`src/design/rmsr_pkg.sv`:
```
// Package: shared constants and types for the requantize multiply-shift-round core.
`timescale 1ns / 1ps

package rmsr_pkg;

    // Configuration register indexes
    localparam logic [1:0] REG_QUANT_MODE = 2'd0;
    localparam logic [1:0] REG_RND_MODE   = 2'd1;

    // Quantization modes
    localparam logic [1:0] QM_MUL_SHIFT  = 2'd0;
    localparam logic [1:0] QM_SHIFT_ONLY = 2'd1;
    localparam logic [1:0] QM_QMULT      = 2'd2;

    // Rounding modes
    localparam logic [2:0] RM_HALF_EVEN = 3'd0;
    localparam logic [2:0] RM_HALF_AWAY = 3'd1;
    localparam logic [2:0] RM_TO_ZERO   = 3'd2;
    localparam logic [2:0] RM_DOWN      = 3'd3;
    localparam logic [2:0] RM_UP        = 3'd4;
    localparam logic [2:0] RM_HALF_UP   = 3'd5;
    localparam logic [2:0] RM_HALF_DOWN = 3'd6;

    // Fixed-point scale and saturation limits for the quantized multiplier
    localparam int unsigned SCALE_SHIFT = 31;
    localparam logic [5:0]  MAX_RSHIFT  = 6'd63;
    localparam logic signed [33:0] SAT_MAX = 34'sh0_7FFF_FFFF;
    localparam logic signed [33:0] SAT_MIN = -34'sh0_8000_0000;

    // Final shift control carried down the pipeline
    typedef struct packed {
        logic       zero_out;
        logic       left;
        logic       right;
        logic [5:0] amt;
    } shift_ctl_t;

endpackage

```
`src/design/requant_multiply_shift_round_core.sv`:
```
// Top level: five-stage requantizer (pre-shift, multiply, scale round, shift round, add).
`timescale 1ns / 1ps
// An accepted beat moves through the stage 1-4 registers, then result_reg.
// Throughput: one beat per cycle when not stalled; the 32x32 multiply
// and the barrel shift each take one stage, and the pipeline never iterates.
// An output stall holds every full stage in the same cycle; bubbles still fill.
// Reset (rst_n low, async) clears all stage valid bits and both mode registers.

module requant_multiply_shift_round_core
    import rmsr_pkg::*;
(
    input  logic               clk,
    input  logic               rst_n,
    // configuration write port
    input  logic               cfg_write_en,
    input  logic [1:0]         cfg_index,
    input  logic [2:0]         cfg_data,
    // input channel
    input  logic               in_valid,
    output logic               in_stall,
    input  logic signed [31:0] acc_value,
    input  logic signed [31:0] scale_mult,
    input  logic signed [6:0]  shift_amount,
    // output channel
    output logic               out_valid,
    input  logic               out_stall,
    output logic signed [63:0] requant_result
);

    // Configuration registers
    logic [1:0] quant_mode_reg;
    logic [2:0] rnd_mode_reg;

    always_ff @(posedge clk or negedge rst_n)
    begin
        if (!rst_n)
        begin
            quant_mode_reg <= QM_MUL_SHIFT;
            rnd_mode_reg   <= RM_HALF_EVEN;
        end
        else if (cfg_write_en)
        begin
            unique case (cfg_index)
                REG_QUANT_MODE: quant_mode_reg <= cfg_data[1:0];
                REG_RND_MODE:   rnd_mode_reg   <= cfg_data;
                default: ;
            endcase
        end
    end

    // Pipeline registers
    logic               s1_valid_reg, s2_valid_reg, s3_valid_reg, s4_valid_reg;
    logic               out_valid_reg;
    logic signed [31:0] s1_a_reg, s1_b_reg;
    shift_ctl_t         s1_ctl_reg, s2_ctl_reg, s3_ctl_reg;
    logic signed [63:0] s2_prod_reg;
    logic [63:0]        s3_value_reg;
    logic [63:0]        s4_val_reg;
    logic               s4_inc_reg;
    logic [63:0]        result_reg;

    // Stage ready chain
    logic s1_ready, s2_ready, s3_ready, s4_ready, s5_ready;

    assign s5_ready = !out_valid_reg || !out_stall;
    assign s4_ready = !s4_valid_reg || s5_ready;
    assign s3_ready = !s3_valid_reg || s4_ready;
    assign s2_ready = !s2_valid_reg || s3_ready;
    assign s1_ready = !s1_valid_reg || s2_ready;
    assign in_stall = !s1_ready;

    // Valid bits
    always_ff @(posedge clk or negedge rst_n)
    begin
        if (!rst_n)
        begin
            s1_valid_reg  <= 1'b0;
            s2_valid_reg  <= 1'b0;
            s3_valid_reg  <= 1'b0;
            s4_valid_reg  <= 1'b0;
            out_valid_reg <= 1'b0;
        end
        else
        begin
            if (s1_ready) s1_valid_reg  <= in_valid;
            if (s2_ready) s2_valid_reg  <= s1_valid_reg;
            if (s3_ready) s3_valid_reg  <= s2_valid_reg;
            if (s4_ready) s4_valid_reg  <= s3_valid_reg;
            if (s5_ready) out_valid_reg <= s4_valid_reg;
        end
    end

    // Stage 1: mode 2 left pre-shift, multiplier operands, final shift decode
    logic signed [31:0] s1_a_next, s1_b_next;
    logic [31:0]        pre_shifted;
    logic [6:0]         neg_mag;
    logic               sh_pos;
    shift_ctl_t         s1_ctl_next;

    always_comb
    begin
        neg_mag     = 7'(-shift_amount);
        sh_pos      = !shift_amount[6] && (shift_amount != 7'sd0);
        // shift of 32 or more clears the value
        pre_shifted = shift_amount[5] ? 32'd0 : (acc_value << shift_amount[4:0]);
        s1_a_next   = (quant_mode_reg == QM_QMULT && sh_pos) ? pre_shifted : acc_value;
        s1_b_next   = (quant_mode_reg == QM_SHIFT_ONLY) ? 32'sd1 : scale_mult;

        s1_ctl_next = '0;
        unique case (quant_mode_reg) inside
            QM_MUL_SHIFT, QM_SHIFT_ONLY:
            begin
                if (sh_pos)
                begin
                    s1_ctl_next.right = 1'b1;
                    s1_ctl_next.amt   = shift_amount[5:0];
                end
                else if (shift_amount[6])
                begin
                    // left by 64 gives zero
                    if (neg_mag[6])
                        s1_ctl_next.zero_out = 1'b1;
                    else
                    begin
                        s1_ctl_next.left = 1'b1;
                        s1_ctl_next.amt  = neg_mag[5:0];
                    end
                end
            end
            QM_QMULT:
            begin
                if (shift_amount[6])
                begin
                    s1_ctl_next.right = 1'b1;
                    s1_ctl_next.amt   = neg_mag[6] ? MAX_RSHIFT : neg_mag[5:0];
                end
            end
            default: s1_ctl_next.zero_out = 1'b1;
        endcase
    end

    // Stage 2: signed 32x32 multiply
    logic signed [63:0] s2_prod_next;

    assign s2_prod_next = s1_a_reg * s1_b_reg;

    // Stage 3: mode 2 half-up shift by 31 and saturation to 32 bits
    logic signed [33:0] scaled;
    logic signed [31:0] saturated;
    logic [63:0]        s3_value_next;

    always_comb
    begin
        scaled = $signed({s2_prod_reg[63], s2_prod_reg[63:SCALE_SHIFT]})
               + $signed({33'd0, s2_prod_reg[SCALE_SHIFT-1]});
        if (scaled > SAT_MAX)
            saturated = SAT_MAX[31:0];
        else if (scaled < SAT_MIN)
            saturated = SAT_MIN[31:0];
        else
            saturated = scaled[31:0];

        if (quant_mode_reg == QM_QMULT)
            s3_value_next = 64'(saturated);
        else
            s3_value_next = s2_prod_reg;
    end

    // Stage 4: barrel shift and rounding decision
    logic [63:0] s4_val_next;
    logic        s4_inc_next;
    logic [63:0] low_mask;
    logic        round_bit, sticky, neg;

    always_comb
    begin
        neg         = s3_value_reg[63];
        low_mask    = (64'd1 << (s3_ctl_reg.amt - 6'd1)) - 64'd1;
        round_bit   = s3_value_reg[s3_ctl_reg.amt - 6'd1];
        sticky      = |(s3_value_reg & low_mask);
        s4_val_next = s3_value_reg;
        s4_inc_next = 1'b0;

        if (s3_ctl_reg.zero_out)
            s4_val_next = 64'd0;
        else if (s3_ctl_reg.left)
            s4_val_next = s3_value_reg << s3_ctl_reg.amt;
        else if (s3_ctl_reg.right)
        begin
            s4_val_next = 64'($signed(s3_value_reg) >>> s3_ctl_reg.amt);
            case (rnd_mode_reg)
                RM_HALF_EVEN: s4_inc_next = round_bit && (sticky || s4_val_next[0]);
                RM_HALF_AWAY: s4_inc_next = neg ? (round_bit && sticky) : round_bit;
                RM_TO_ZERO:   s4_inc_next = neg && (round_bit || sticky);
                RM_UP:        s4_inc_next = round_bit || sticky;
                RM_HALF_UP:   s4_inc_next = round_bit;
                RM_HALF_DOWN: s4_inc_next = round_bit && sticky;
                default:      s4_inc_next = 1'b0;   // floor, and the unused code
            endcase
        end
    end

    // Stage 5: apply the rounding increment
    logic [63:0] result_next;

    assign result_next = s4_val_reg + {63'd0, s4_inc_reg};

    // Payload registers
    always_ff @(posedge clk)
    begin
        if (s1_ready && in_valid)
        begin
            s1_a_reg   <= s1_a_next;
            s1_b_reg   <= s1_b_next;
            s1_ctl_reg <= s1_ctl_next;
        end
        if (s2_ready && s1_valid_reg)
        begin
            s2_prod_reg <= s2_prod_next;
            s2_ctl_reg  <= s1_ctl_reg;
        end
        if (s3_ready && s2_valid_reg)
        begin
            s3_value_reg <= s3_value_next;
            s3_ctl_reg   <= s2_ctl_reg;
        end
        if (s4_ready && s3_valid_reg)
        begin
            s4_val_reg <= s4_val_next;
            s4_inc_reg <= s4_inc_next;
        end
        if (s5_ready && s4_valid_reg)
            result_reg <= result_next;
    end

    assign out_valid      = out_valid_reg;
    assign requant_result = result_reg;

    // Assertions
    // input backs up only when every stage holds a beat
    a_stall_full: assert property (@(posedge clk) disable iff (!rst_n)
        in_stall |-> (s1_valid_reg && s2_valid_reg && s3_valid_reg && s4_valid_reg
                      && out_valid_reg))
        else $error("input stalled with an empty stage");

    // quantized multiplier results stay within signed 32 bits
    a_qmult_range: assert property (@(posedge clk) disable iff (!rst_n)
        (out_valid && quant_mode_reg == QM_QMULT)
            |-> (requant_result[63:31] == '0 || requant_result[63:31] == '1))
        else $error("mode 2 result outside signed 32-bit range");

    // unused quant mode always yields zero
    a_mode3_zero: assert property (@(posedge clk) disable iff (!rst_n)
        (out_valid && quant_mode_reg == 2'd3) |-> requant_result == 64'd0)
        else $error("unused quant mode gave nonzero result");

    // shift control is never both directions
    a_ctl_dir: assert property (@(posedge clk) disable iff (!rst_n)
        s3_valid_reg |-> !(s3_ctl_reg.left && s3_ctl_reg.right))
        else $error("shift control both left and right");

    // a waiting beat in stage 4 is kept while the output is blocked
    a_s4_hold: assert property (@(posedge clk) disable iff (!rst_n)
        (s4_valid_reg && !s5_ready) |=> (s4_valid_reg && $stable(s4_val_reg)))
        else $error("stage 4 beat lost under stall");

endmodule
```
`config.mk`:
```
export PLATFORM = sky130hd
export DESIGN_NAME = requant_multiply_shift_round_core
export DESIGN_NICKNAME = d
export VERILOG_FILES = /design/src/design/rmsr_pkg.sv /design/src/design/requant_multiply_shift_round_core.sv
export SDC_FILE = /design/constraint.sdc
export NUM_CORES = 2
export LEC_CHECK = 0
export ABC_AREA = 1
export BUFFER_PORTS_ARGS = -buffer_cell sky130_fd_sc_hd__buf_2
export CAP_MARGIN = 20
export CORE_MARGIN = 2
export CORE_UTILIZATION = 45
export DETAILED_ROUTE_END_ITERATION = 10
export SETUP_SLACK_MARGIN = 0.05
export SLEW_MARGIN = 5
export SYNTH_ARGS = -nofsm -noshare
export SYNTH_HDL_FRONTEND = slang
export SYNTH_SLANG_ARGS = --single-unit
```
`constraint.sdc`:
```
create_clock -name clk -period 7.35 [get_ports clk]
set_clock_uncertainty 0.2 [all_clocks]
set_input_delay 0.735 -clock clk [delete_from_list [all_inputs] [get_ports clk]]
set_output_delay 0.735 -clock clk [all_outputs]
set_load 0.02 [all_outputs]
```
Word-level counts from Yosys, hierarchy flattened. Cells that the tools add are included.

Multiplexer cells: 23. Equal/unequal tests: 8. Bitwise gates (word level): 4. Shift operators: 4. Add/sub/neg operators: 5. Magnitude comparators: 3. $mul: 1. Reduce and logical (&&, ||, !) cells: 35.

Operators with widths (number): 2-to-1 mux 64 bit (3); 2-to-1 mux 32 bit (4); adder 64 x 1 -> 64 bit (1); bitwise AND 64 bit (1); multiplier 32 x 32 -> 64 bit (1); OR reduction 64 bit (1); left shift 1 x 6 -> 64 bit (first input constant) (1); left shift 64 x 6 -> 64 bit (1); >>> shifter 64 x 6 -> 64 bit (1); subtractor 64 x 1 -> 64 bit (second input constant) (1); adder 33 x 2 -> 34 bit (1); > comparator 34 x 32 -> 1 bit (second input constant) (1); < comparator 34 x 32 -> 1 bit (second input constant) (1); left shift 32 x 5 -> 32 bit (1); 2-to-1 mux 6 bit (4); case mux 7 bit (2 select lines) (1); logical AND 1 bit (10); == test 3 bit (second input constant) (3); zero test 1 bit (8); logical OR 1 bit (7); < comparator 6 x 7 -> 1 bit (second input constant) (1); 2-to-1 mux 7 bit (1); negation 7 bit (1); nonzero test 7 bit (1); 16 further kinds (27).

Register bits: 358. Input bits: 81. Logic and storage cells: 109. Output and inout port bits: 66.

Logic depth before layout (Yosys ltp).
Depth in word-level cells: 8. Mapped depth: 36. Gate-level depth less buffers: 35.

Worst setup path after synthesis. No wires, ideal clock.

Path kind: reg2reg. Start: register s1_a_reg[31]. End: register s2_prod_reg[63], data pin. Period minus slack after synthesis: 7.796 ns. Data arrival time: 7.333 ns. Path buffers: 1. Required time: 6.886 ns. Setup time: 0.264 ns. Stages on the path, launching flop included: 30. Setup slack: -0.446 ns. Cells stage by stage: edfxtp_1 -> clkbuf_1 -> nand2_1 -> inv_1 -> fa_1 -> inv_1 -> fa_1 -> inv_1 -> fa_1 -> fa_1 -> inv_1 -> fa_1 -> inv_1 -> fa_1 -> inv_1 -> fa_1 -> inv_1 -> fa_1 -> ha_1 -> nand2_1 -> nor2_1 -> inv_1 -> nor2_1 -> inv_1 -> nor4_1 -> nand3_1 -> nand3_1 -> a21o_1 -> a31oi_1 -> xor2_1.

Cells in the longest elaborated chain, start to end: 1.

RTL lines: start, declared (RTL line requant_multiply_shift_round_core.sv:54) `logic signed [31:0] s1_a_reg, s1_b_reg;`; start signal, assigned (RTL line requant_multiply_shift_round_core.sv:213) `s1_a_reg <= s1_a_next;`; multiplier 32 x 32 -> 64 bit (RTL line requant_multiply_shift_round_core.sv:145) `assign s2_prod_next = s1_a_reg * s1_b_reg;`; named net s2_prod_next[63] (RTL line requant_multiply_shift_round_core.sv:143) `logic signed [63:0] s2_prod_next;`; end signal, assigned (RTL line requant_multiply_shift_round_core.sv:219) `s2_prod_reg <= s2_prod_next;`; end, declared (RTL line requant_multiply_shift_round_core.sv:56) `logic signed [63:0] s2_prod_reg;`.

The timed path passes the listed nets, and every way through them passes these cells. A chain may end at the register's enable or synchronous reset.

Final worst setup path. Ends and elaborated chain as after synthesis.

==> summary.txt <==
Status
  – Status: finished with violations
  – Violated checks: setup timing

Detailed routing
  – WL/cell: 22.2 µm
  – Vias: 58700
  – Starting DRT DRC Count: 5648
  – Vias per std cell: 5.40
  – Final antenna-violating net count: 0
  – Final wirelength: 241 mm
  – Residual DRC count: 0
  – Drt first pass iters: 7

Logic synthesis
  – Primary FF master, synth: edfxtp_1
  – Cells after Synth: 8528
  – Fraction of registers with async set/reset: 2.79%
  – Sequential share of the synthesized area: 16.4%
  – Mapped Nets: 9887
  – Number of synthesis warnings: 0
  – Synth top area share: 33.2%
  – Netlist cell types: 61
  – EDFF count, synth: 348
  – Cell taking the most area after synthesis: fa_1
  – Synth top area cells: fa_1 (33%), edfxtp_1 (16%), nand2_1 (12%)
  – Synthesized area per cell: 7.65 µm²
  – Area of the mapped netlist: 65200 µm²
  – FF+latch count, synth: 358

Cells and area
  – FILL cells: 13700
  – Most frequent cells in the layout: nand2_1 (2097), inv_1 (1905), fa_1 (1013), o21ai_0 (520), buf_4 (503)
  – Most common cell after layout, fill and taps aside: nand2_1
  – Final Util: 53.0%
  – Cell area after layout: 76200 µm²
  – FF/Latch Area: 10700 µm²
  – Share of cells above drive strength 1: 15.0%
  – Area of the multi-input gates: 47100 µm²
  – Nets: 10300
  – P&R area growth vs syn: 16.8%

Worst setup path
  – Crit-path slowest cell: fa_2
  – Family with the most delay on the worst path: adder cells
  – Crit-path max FO: 11
  – FF-to-FF path depth: 29
  – Worst Setup SP: s1_a_reg[31]
  – R2R Path End: s2_prod_reg[63]
  – CP required: 7560 ps
  – CP endpoint kind: flop
  – Worst r2r src: s1_a_reg[31]
  – Bufs and invs on worst path: 10
  – Cell mode on critical path: fa_1
  – CP max stage delay: 650 ps
  – Critical Path Sink: s2_prod_reg[63]
  – R2R Setup Slk: -40 ps
  – Setup CP Type: reg2reg
  – Startpoint Class: flop
  – CP arrival: 7600 ps
  – WP depth: 29

Timing
  – Number of max-slew violations in the final report: 0
  – Max-Slew Margin vs Limit: 27.9%
  – PnR worst setup slack: -42.5 ps
  – Highest clock rate: 0.135 GHz
  – RSZ-0062 raised after global routing: true
  – Measured slew at the worst slew-check pin: 1080 ps
  – Final Hold Viols: 0
  – Final setup fails: 4
  – WHS: 129 ps
  – Period minus WS final: 7390 ps
  – Period Utilization, post-route: 101%

CTS
  – Clock buffer count from CTS: 46
  – Number of H-tree levels: 2
  – Root Driver: clkbuf_16
  – Worst skew pair latency: 660 ps
  – CTS tree: done
  – Maximum buffer depth of the clock tree: 3
  – CTS clk-pin slew, worst paths: 80 ps
  – Clock Sinks: 358

Place
  – DP HPWL: 194 mm
  – Pre-CTS WS: -442 ps
  – GPL Wtd Cong: 1.01
  – DP Area: 71700 µm²
  – Input/output buffers: 146

Global routing
  – Vias in the first global route: 60100
  – Global-route usage over all layers: 32.6%
  – Largest net degree at the start of global routing: 85
  – First-pass GRT wire length: 365 mm
  – Antenna violations before repair: 4
  – GRT Residual Overflow: 0

Die
  – Die ar.: 148000 µm²
  – Boundary Pins: 147
  – Die height: 385 µm
  – Core Area: 144000 µm²
  – Initial Util: 45.4%
  – Row Count: 139
  – Die width: 385 µm

Job
  – Max cap viols: 0

Worst hold path
  – Hold Path Class: in2reg
-- kinds of logic after synthesis --
logic type / after synthesis / synth area share (%)
and+or+nand+nor: 3106 / 19.6
buffers and inverters: 2425 / 14.2
adders and majority gates: 1278 / 37.0
AOI/OAI and AO/OA: 1116 / 9.41
DFF: 358 / 16.4
xor gates and xnor gates: 147 / 1.97
muxes: 98 / 1.50
-- layout make-up --
class	instances	area share, %
Multi-Input combinational cell	5745	61.8
Antenna cell	3	0.00985
Clock inverter	33	0.424
Timing Repair Buffer	790	9.21
Tap cell	1903	3.13
Sequential cell	358	14.0
Clock buffer	51	1.54
Inverter	1998	9.87
-- Yosys cell counts, types with 29 or more instances --
library cell,count
a21oi_1,322
a31oi_1,61
buf_1,39
clkbuf_1,351
edfxtp_1,348
fa_1,1082
ha_1,196
inv_1,1975
mux2i_1,98
nand2_1,2148
nand3_1,266
nand4_1,50
nor2_1,441
nor2_2,29
nor3_1,43
nor4_1,31
o211ai_1,77
o21ai_0,542
xnor2_1,37
xor2_1,110
-- metal layers --
layer	global-route usage (%)	vias up	part of all wire (%)
met2	54.2	2355	47
li1	-	26700	-
met1	42.5	29100	40
met3	4.26	587	7.3
met5	0	-	0
met4	15.0	0	5.6
-- how the worst min path moves through the flow --
stage / endpoint / cells after the start / from / slack [ps]
final: rnd_mode_reg[2] / 3 / cfg_data[2] / 130
after global routing: rnd_mode_reg[2] / 3 / cfg_data[2] / 130
after detailed placement: s3_ctl_reg[8] / 0 / s2_ctl_reg[8] / 210
after floorplan: s2_ctl_reg[0] / 0 / s1_ctl_reg[0] / 200
after CTS: rnd_mode_reg[2] / 3 / cfg_data[2] / 90
after global placement: s2_ctl_reg[8] / 0 / s1_ctl_reg[8] / 200
-- per-stage QoR --
step / setup TNS (ps) / cells
2_1_floorplan: -202 / 8528
3_3_place_gp: -4350 / 10700
3_5_place_dp: -5540 / 10700
4_1_cts: -197 / 10800
5_1_grt: -3350 / 10900
6_report: -81.3 / 10900
-- worst reg2reg max path: cells and delay by family (launching register included) --
kind,cells,cell delay [ps]
AO/OA/AOI/OAI,2,250
buffers and inverters,10,780
flip-flops,1,400
AND/OR/NAND/NOR,7,780
adder cells (fa/ha/maj),9,4600
XOR/XNOR,1,150
-- repair_timing --
item                                   CTS  global route
buffers inserted                        59            38
hold buffers                             1             0
resized for setup                      223           273
gates cloned                             5             6
endpoints found under the hold margin   10             0
setup endpoints to repair               26            35
pin swaps                              124           155
Power is left out: the tool's default activity adds up to more than one toggle a clock period on the data nets, which glitch-free logic cannot reach.
